[src/hdl/ptt_pkg.sv]
// ptt_pkg: shared types and constants for the pending tag tracker.
// Used by ptt_match and pending_tag_tracker_ttl; depends on nothing.
`timescale 1ns / 1ps

package ptt_pkg;

  localparam int TAG_W       = 8;
  localparam int TIME_W      = 48;
  localparam int HANDLE_W    = 64;
  localparam int TTL_W       = 32;
  localparam int REQ_W       = 2;
  localparam int NUM_SLOTS_DEF = 4;

  localparam logic [TTL_W-1:0]  TTL_RESET = TTL_W'(60000);
  localparam logic [TIME_W-1:0] TIME_MAX  = {TIME_W{1'b1}};

  typedef enum logic [REQ_W-1:0] {
    REQ_TRACK = 2'd0,
    REQ_QUERY = 2'd1,
    REQ_TAKE  = 2'd2,
    REQ_TICK  = 2'd3
  } req_t;

  // Summary flags from the slot lookup.
  typedef struct packed {
    logic hit;       // a live slot holds the tag
    logic has_free;  // some slot is not live
  } match_flags_t;

endpackage

[src/hdl/pending_tag_tracker_ttl.sv]
// Pending tag tracker with time-to-live: top level.
// Result path: the input register, then the result register.
// Throughput: one transaction per cycle while out_stall is low; the lookup against
// all slots is combinational between the input register and the result register.
// Reset (rst_n, synchronous): table empty, time 0, ttl_ticks 60000, both
// channels empty. Depends on ptt_pkg and ptt_match.
`timescale 1ns / 1ps

module pending_tag_tracker_ttl #(
  parameter int NUM_SLOTS = ptt_pkg::NUM_SLOTS_DEF
) (
  input  logic                          clk,
  input  logic                          rst_n,
  // configuration: ttl_ticks
  input  logic                          cfg_wr_en,
  input  logic [ptt_pkg::TTL_W-1:0]     cfg_wr_data,
  // request channel
  input  logic                          in_valid,
  output logic                          in_stall,
  input  logic [ptt_pkg::REQ_W-1:0]     in_req_type,
  input  logic [ptt_pkg::TAG_W-1:0]     in_seq_tag,
  input  logic [ptt_pkg::HANDLE_W-1:0]  in_command_handle,
  // result channel
  output logic                          out_valid,
  input  logic                          out_stall,
  output logic                          out_found,
  output logic [ptt_pkg::HANDLE_W-1:0]  out_handle_out,
  output logic                          out_refreshed,
  output logic                          out_evicted,
  output logic [ptt_pkg::TAG_W-1:0]     out_evicted_tag
);

  localparam int TIME_W   = ptt_pkg::TIME_W;
  localparam int TAG_W    = ptt_pkg::TAG_W;
  localparam int HANDLE_W = ptt_pkg::HANDLE_W;
  localparam int TTL_W    = ptt_pkg::TTL_W;

  // ---------------------------------------------------------------
  // State
  // ---------------------------------------------------------------
  logic [TTL_W-1:0]                    ttl_r;
  logic [TIME_W-1:0]                   time_r, time_nxt;
  logic [NUM_SLOTS-1:0]                valid_r, valid_nxt;
  // slot payload, meaningful only where valid
  logic [NUM_SLOTS-1:0][TAG_W-1:0]     tag_r;
  logic [NUM_SLOTS-1:0][TIME_W-1:0]    expiry_r;
  logic [NUM_SLOTS-1:0][HANDLE_W-1:0]  handle_r;
  logic [NUM_SLOTS-1:0]                wr_oh;

  // input register
  logic                                in_valid_r;
  ptt_pkg::req_t                       req_r;
  logic [TAG_W-1:0]                    seq_tag_r;
  logic [HANDLE_W-1:0]                 cmd_handle_r;

  // result register
  logic                                out_valid_r;
  logic                                found_r, found_nxt;
  logic [HANDLE_W-1:0]                 hout_r, hout_nxt;
  logic                                refr_r, refr_nxt;
  logic                                evic_r, evic_nxt;
  logic [TAG_W-1:0]                    etag_r, etag_nxt;

  // ---------------------------------------------------------------
  // Handshake: the result register frees up when it is empty or being
  // taken; the input register moves into it whenever it is free.
  // ---------------------------------------------------------------
  logic out_free;
  logic advance;
  logic in_take;

  assign out_free = !out_valid_r || !out_stall;
  assign advance  = in_valid_r && out_free;
  assign in_stall = in_valid_r && !out_free;
  assign in_take  = in_valid && !in_stall;

  // ---------------------------------------------------------------
  // Slot lookup
  // ---------------------------------------------------------------
  logic [NUM_SLOTS-1:0]   live, hit_oh, free_oh, evict_oh, scan_mask;
  ptt_pkg::match_flags_t  flags;

  ptt_match #(
    .NUM_SLOTS (NUM_SLOTS)
  ) u_match (
    .slot_valid  (valid_r),
    .slot_tag    (tag_r),
    .slot_expiry (expiry_r),
    .cur_time    (time_r),
    .tag         (seq_tag_r),
    .live        (live),
    .hit_oh      (hit_oh),
    .free_oh     (free_oh),
    .evict_oh    (evict_oh),
    .scan_mask   (scan_mask),
    .flags       (flags)
  );

  // New expiry: now + ttl, clamped at the top of the time range.
  logic [TIME_W:0]     exp_sum;
  logic [TIME_W-1:0]   exp_now;

  assign exp_sum = {1'b0, time_r} + (TIME_W + 1)'(ttl_r);
  assign exp_now = exp_sum[TIME_W] ? ptt_pkg::TIME_MAX : exp_sum[TIME_W-1:0];

  // ---------------------------------------------------------------
  // Request execution
  // ---------------------------------------------------------------
  always_comb begin
    logic [NUM_SLOTS-1:0] target_oh;
    logic [HANDLE_W-1:0]  hit_handle;
    logic [TAG_W-1:0]     victim_tag;
    target_oh  = flags.has_free ? free_oh : evict_oh;
    hit_handle = '0;
    victim_tag = '0;
    for (int i = 0; i < NUM_SLOTS; i++) begin
      hit_handle = hit_handle | (hit_oh[i] ? handle_r[i] : '0);
      victim_tag = victim_tag | (evict_oh[i] ? tag_r[i] : '0);
    end

    time_nxt  = time_r;
    valid_nxt = valid_r;
    wr_oh     = '0;
    found_nxt = 1'b0;
    hout_nxt  = '0;
    refr_nxt  = 1'b0;
    evic_nxt  = 1'b0;
    etag_nxt  = '0;

    if (advance) begin
      case (req_r)
        ptt_pkg::REQ_TRACK: begin
          // expired slots seen by the scan are dropped
          for (int i = 0; i < NUM_SLOTS; i++) begin
            valid_nxt[i] = scan_mask[i] ? live[i] : valid_r[i];
          end
          if (flags.hit) begin
            wr_oh    = hit_oh;
            refr_nxt = 1'b1;
          end else begin
            wr_oh     = target_oh;
            valid_nxt = valid_nxt | target_oh;
            if (!flags.has_free) begin
              evic_nxt = 1'b1;
              etag_nxt = victim_tag;
            end
          end
        end
        ptt_pkg::REQ_QUERY: begin
          found_nxt = flags.hit;
        end
        ptt_pkg::REQ_TAKE: begin
          found_nxt = flags.hit;
          hout_nxt  = hit_handle;
          valid_nxt = valid_r & ~hit_oh;
        end
        ptt_pkg::REQ_TICK: begin
          if (time_r != ptt_pkg::TIME_MAX) begin
            time_nxt = time_r + TIME_W'(1);
          end
        end
        default: begin
          time_nxt = time_r;
        end
      endcase
    end
  end

  // ---------------------------------------------------------------
  // Control registers
  // ---------------------------------------------------------------
  always_ff @(posedge clk) begin
    if (!rst_n) begin
      ttl_r       <= ptt_pkg::TTL_RESET;
      time_r      <= '0;
      valid_r     <= '0;
      in_valid_r  <= 1'b0;
      out_valid_r <= 1'b0;
    end else begin
      if (cfg_wr_en) begin
        ttl_r <= cfg_wr_data;
      end
      time_r  <= time_nxt;
      valid_r <= valid_nxt;
      if (in_take) begin
        in_valid_r <= 1'b1;
      end else if (advance) begin
        in_valid_r <= 1'b0;
      end
      if (advance) begin
        out_valid_r <= 1'b1;
      end else if (!out_stall) begin
        out_valid_r <= 1'b0;
      end
    end
  end

  // ---------------------------------------------------------------
  // Payload registers
  // ---------------------------------------------------------------
  always_ff @(posedge clk) begin
    if (in_take) begin
      req_r        <= ptt_pkg::req_t'(in_req_type);
      seq_tag_r    <= in_seq_tag;
      cmd_handle_r <= in_command_handle;
    end
    if (advance) begin
      found_r <= found_nxt;
      hout_r  <= hout_nxt;
      refr_r  <= refr_nxt;
      evic_r  <= evic_nxt;
      etag_r  <= etag_nxt;
    end
    for (int i = 0; i < NUM_SLOTS; i++) begin
      if (wr_oh[i]) begin
        tag_r[i]    <= seq_tag_r;
        expiry_r[i] <= exp_now;
        handle_r[i] <= cmd_handle_r;
      end
    end
  end

  assign out_valid       = out_valid_r;
  assign out_found       = found_r;
  assign out_handle_out  = hout_r;
  assign out_refreshed   = refr_r;
  assign out_evicted     = evic_r;
  assign out_evicted_tag = etag_r;

endmodule

[src/hdl/ptt_match.sv]
// ptt_match: parallel slot lookup for the pending tag tracker.
// Liveness, first live tag match, first free slot, earliest-expiry slot.
// Depends on ptt_pkg.
`timescale 1ns / 1ps

module ptt_match #(
  parameter int NUM_SLOTS = ptt_pkg::NUM_SLOTS_DEF
) (
  input  logic [NUM_SLOTS-1:0]                       slot_valid,
  input  logic [NUM_SLOTS-1:0][ptt_pkg::TAG_W-1:0]   slot_tag,
  input  logic [NUM_SLOTS-1:0][ptt_pkg::TIME_W-1:0]  slot_expiry,
  input  logic [ptt_pkg::TIME_W-1:0]                 cur_time,
  input  logic [ptt_pkg::TAG_W-1:0]                  tag,
  output logic [NUM_SLOTS-1:0]                       live,
  output logic [NUM_SLOTS-1:0]                       hit_oh,
  output logic [NUM_SLOTS-1:0]                       free_oh,
  output logic [NUM_SLOTS-1:0]                       evict_oh,
  output logic [NUM_SLOTS-1:0]                       scan_mask,
  output ptt_pkg::match_flags_t                      flags
);

  logic [NUM_SLOTS-1:0] tag_hit;

  always_comb begin
    logic seen_hit;
    logic seen_free;
    logic later_hit;
    logic is_min;
    seen_hit  = 1'b0;
    seen_free = 1'b0;
    for (int i = 0; i < NUM_SLOTS; i++) begin
      live[i]    = slot_valid[i] && (slot_expiry[i] >= cur_time);
      tag_hit[i] = live[i] && (slot_tag[i] == tag);
    end
    // first-in-order selection, prefix ORs are independent per slot
    for (int i = 0; i < NUM_SLOTS; i++) begin
      seen_hit  = 1'b0;
      seen_free = 1'b0;
      for (int j = 0; j < i; j++) begin
        seen_hit  = seen_hit | tag_hit[j];
        seen_free = seen_free | !live[j];
      end
      hit_oh[i]  = tag_hit[i] && !seen_hit;
      free_oh[i] = !live[i] && !seen_free;
    end
    // earliest expiry, lowest index wins a tie: all-pairs compare
    for (int i = 0; i < NUM_SLOTS; i++) begin
      is_min = 1'b1;
      for (int j = 0; j < NUM_SLOTS; j++) begin
        if (j < i && !(slot_expiry[i] < slot_expiry[j])) is_min = 1'b0;
        if (j > i && !(slot_expiry[i] <= slot_expiry[j])) is_min = 1'b0;
      end
      evict_oh[i] = is_min;
    end
    flags.hit      = |tag_hit;
    flags.has_free = !(&live);
    // track scan frees expired slots up to, not including, the hit slot
    for (int i = 0; i < NUM_SLOTS; i++) begin
      later_hit = 1'b0;
      for (int j = i + 1; j < NUM_SLOTS; j++) begin
        later_hit = later_hit | hit_oh[j];
      end
      scan_mask[i] = !flags.hit || later_hit;
    end
  end

endmodule
[config.mk]
export PLATFORM = sky130hd
export DESIGN_NAME = pending_tag_tracker_ttl
export DESIGN_NICKNAME = d
export VERILOG_FILES = /design/src/hdl/ptt_pkg.sv /design/src/hdl/pending_tag_tracker_ttl.sv /design/src/hdl/ptt_match.sv
export SDC_FILE = /design/constraint.sdc
export NUM_CORES = 1
export LEC_CHECK = 0
export ABC_AREA = 1
export BUFFER_PORTS_ARGS = -buffer_cell sky130_fd_sc_hd__buf_2
export CAP_MARGIN = 20
export CELL_PAD_IN_SITES_DETAIL_PLACEMENT = 1
export CELL_PAD_IN_SITES_GLOBAL_PLACEMENT = 2
export CORE_AREA = 2 2 260 364
export CTS_CLUSTER_SIZE = 20
export DETAILED_ROUTE_END_ITERATION = 10
export DIE_AREA = 0 0 262 366
export GPL_TIMING_DRIVEN = 0
export PLACE_DENSITY = 0.93
export SLEW_MARGIN = 25
export SYNTH_ARGS = -nofsm -noshare
export SYNTH_HDL_FRONTEND = slang
export SYNTH_SLANG_ARGS = --single-unit
[constraint.sdc]
create_clock -name clk -period 48.8 [get_ports clk]
set_input_delay 9.76 -clock clk [delete_from_list [all_inputs] [get_ports clk]]
set_output_delay 9.76 -clock clk [all_outputs]
set_load 0.005 [all_outputs]
==> flow_summary.ini <==
[timing]
setup_tns_ns = 0
rsz0062_at_grt = no
finalHoldViolations = 0
max_slew_margin = 0.3613
min_period_over_period = 0.4105
finalSetupViolCount = 0
tightest_slew_ns = 0.9493
fin_skew_ns = 0.04910
period_needed_ns = 20.03
max_freq_mhz = 49.91
hold_slack_ns = 0.4705
finalMaxSlewViolations = 0

[final_layout]
drive_above_1_share = 0.1163
fin_util = 0.5018
num-fill-cells = 10330
seq_area_um2 = 20610
fin_area_um2 = 46410
syn2layout_area_growth_pct = 14.72
final_nets = 4960
multi_input_area_um2 = 17930

[die]
die_y_um = 366
floorplan.initialDensity = 0.4374
io_pins = 188
core_area_um2 = 92490
die_x_um = 262
rows = 132
dieArea_um2 = 95890

[setup_path]
path_buf_inv = 2
crit_fanout = 2
critPathMaxStageDelay_ns = 0.16
crit_path_frequent_cell = buf_2
cp_slowest_cell = nor2_1
crit_type = in -> out
crit_chain = buf_2 > nand2_1 > nor2_1 > buf_2
critPathTopFamily = buffers and inverters
setup.worst_path.end_class = output port
start_kind = input port
cp.arrival_ns = 10.27
required_ns = 39.04

[clocking]
postCtsSetupRepairBufs = 0
cts_buffer_depth = 3
cts_buffers = 75
cts.sinks = 715
holdBufCountCts = 0
clock-root-buffer = clkbuf_16
clk_latency_ns = 0.67
htree_levels = 3
clkTransAtPathRegs_ns = 0.06
cts_resized = 0
tritoncts = yes

[worst_hold_path]
hp-class = reg -> reg

[place]
hpwl_mm = 105.5
place_congestion = 0.9010
numPortBuffers = 187
placed_area_um2 = 43880

[synthesis]
synthesis.area_um2 = 40460
synth_area_per_cell_um2 = 10.06
synth_top_area_frac = 0.4668
ys_seq_area_frac = 0.5094
syn-num-nets = 4649
synthTopCellsByArea = edfxtp_1 (47%), ha_1 (16%), nand2_1 (8.5%)
ys.warnings.count = 0
synth_edf_count = 629
syn_inst = 4021
ys_seq_elements = 715
synthFlopType = edfxtp_1
synthDistinctLibCells = 54
synthArstFlopShare = 0
yosys.area.top_type = edfxtp_1

[drt]
vias_per_cell = 5.619
vias = 31480
drtAntennaViolNets = 0
drc_errors = 0
finalWirelength_mm = 135.9
detail_route.iter0.violations = 2087
first_pass_iters = 5
wl_per_cell_um = 24.25

[global_routing]
grt_start_max_net_pins = 39
gr-usage-all-layers = 0.2828
grt_pass1_vias = 33690
antenna_found_initial = 4
grt-ovfl-total = 0
grt_pass1_wl_mm = 203.3

[power]
power.total_uw = 1328
peakVddDrop_mv = 0.02345
cellPowerDensity_nw_per_um2 = 28.62
power.leakage_uw = 0.01878

[job]
max_cap_viol_count = 0

[outcome]
outcome = finished, final reports clean
-- path summary, 6_finish.rpt --
| kind | from | end | slack, ns | cells after the start |
|---|---|---|---|---|
| worst min-delay path | ttl_r[11] | ttl_r[11] | 0.47 | 2 |
| worst max-delay path | out_stall | in_stall | 28.77 | 4 |
| worst min register to register | ttl_r[11] | ttl_r[11] | 0.47 | 2 |
| worst max register to register | time_r[13] | expiry_r[166] | 43.74 | 20 |
-- layout make-up --
cell class                 count  area share
clock buffer                  89     0.04178
tap                         1206     0.03251
sequential                   715      0.4440
multi-input combinational   2807      0.3863
antenna                        2   0.0001078
buffer                        70    0.007629
inverter                     429     0.03480
clock inverter                51     0.01259
timing repair buffer         234     0.04019
-- report_power, final --
part	leakage (uW)	switching, uW	internal (uW)
registers	0.00651	8.89	675
clock network	0.00123	263	333
logic	0.0110	31.7	16.4
total	0.0188	303	1020
-- layer usage --
metal / global-route usage / up-vias / wire, um
li1: - / 14730 / -
met1: 0.3047 / 15510 / 49480
met2: 0.5279 / 939 / 72080
met3: 0.03272 / 310 / 5962
met4: 0.1573 / 4 / 8345
met5: 0 / - / 26
-- synth_stat cells, types with 25 or more instances --
cell type and count:
edfxtp_1 629, xnor2_1 31, o21a_1 25, xor2_1 34, buf_2 25, nand3_1 241
inv_1 416, nor2_1 298, a41oi_2 49, ha_1 516, o21ai_0 111, dfxtp_1 86
a21oi_1 308, clkbuf_1 31, nand4_1 57, nand2_1 912, nor3_1 36
-- cells in the final DEF (no fill, tap or decap), types with 25 or more instances in the layout --
master / netlist / final
nand4_1: 57 / 57
nand3_1: 241 / 241
inv_1: 416 / 415
dfxtp_1: 86 / 86
buf_2: 25 / 212
nor3_1: 36 / 36
buf_16: 0 / 26
ha_1: 516 / 516
nand2_1: 912 / 912
xnor2_1: 31 / 31
o21a_1: 25 / 25
nor2_1: 298 / 297
a41oi_2: 49 / 49
a21oi_1: 308 / 305
o21ai_0: 111 / 111
clkbuf_16: 0 / 75
edfxtp_1: 629 / 629
clkbuf_1: 31 / 44
xor2_1: 34 / 34
-- state kept, by name, summed over array words and instances, names as in the netlist --
name,count
ttl_r,32
out_evicted_tag,8
out_evicted,1
valid_r,4
in_valid_r,1
cmd_handle_r,64
seq_tag_r,8
time_r,48
out_refreshed,1
out_valid,1
req_r,2
handle_r,256
tag_r,32
out_handle_out,64
expiry_r,192
out_found,1
-- worst reg2reg max path, stage by stage (launching register included) --
cell	delay [ns]
dfxtp_1	0.47
inv_1	0.24
ha_1	0.37
nand2_1	0.05
nor2_1	0.16
inv_1	0.08
nor2_1	0.13
nand3b_1	0.09
nand4_1	0.37
nand2_1	0.11
nand2_1	0.18
nand3_2	0.28
nand2_2	0.22
nor2_2	0.12
o21ai_0	0.10
nor3b_2	0.57
buf_4	0.29
buf_4	0.21
buf_4	0.24
buf_4	0.23
buf_4	0.22
-- per-stage QoR --
step	cells	worst slack, ns
final	5603	28.77
after global placement	5414	13.79
after detailed placement	5461	28.77
after global routing	5603	28.68
after floorplan	4021	24.97
after CTS	5601	28.76
-- logic make-up after synthesis --
kind of cell	after synthesis	synth area share
AO/OA/AOI/OAI	581	0.09324
AND/OR/NAND/NOR	1644	0.1747
XOR/XNOR	65	0.01407
adder cells (fa/ha/maj)	517	0.1601
buffers and inverters	499	0.04855
flip-flops	715	0.5094
(Power assumes the default switching activity.)
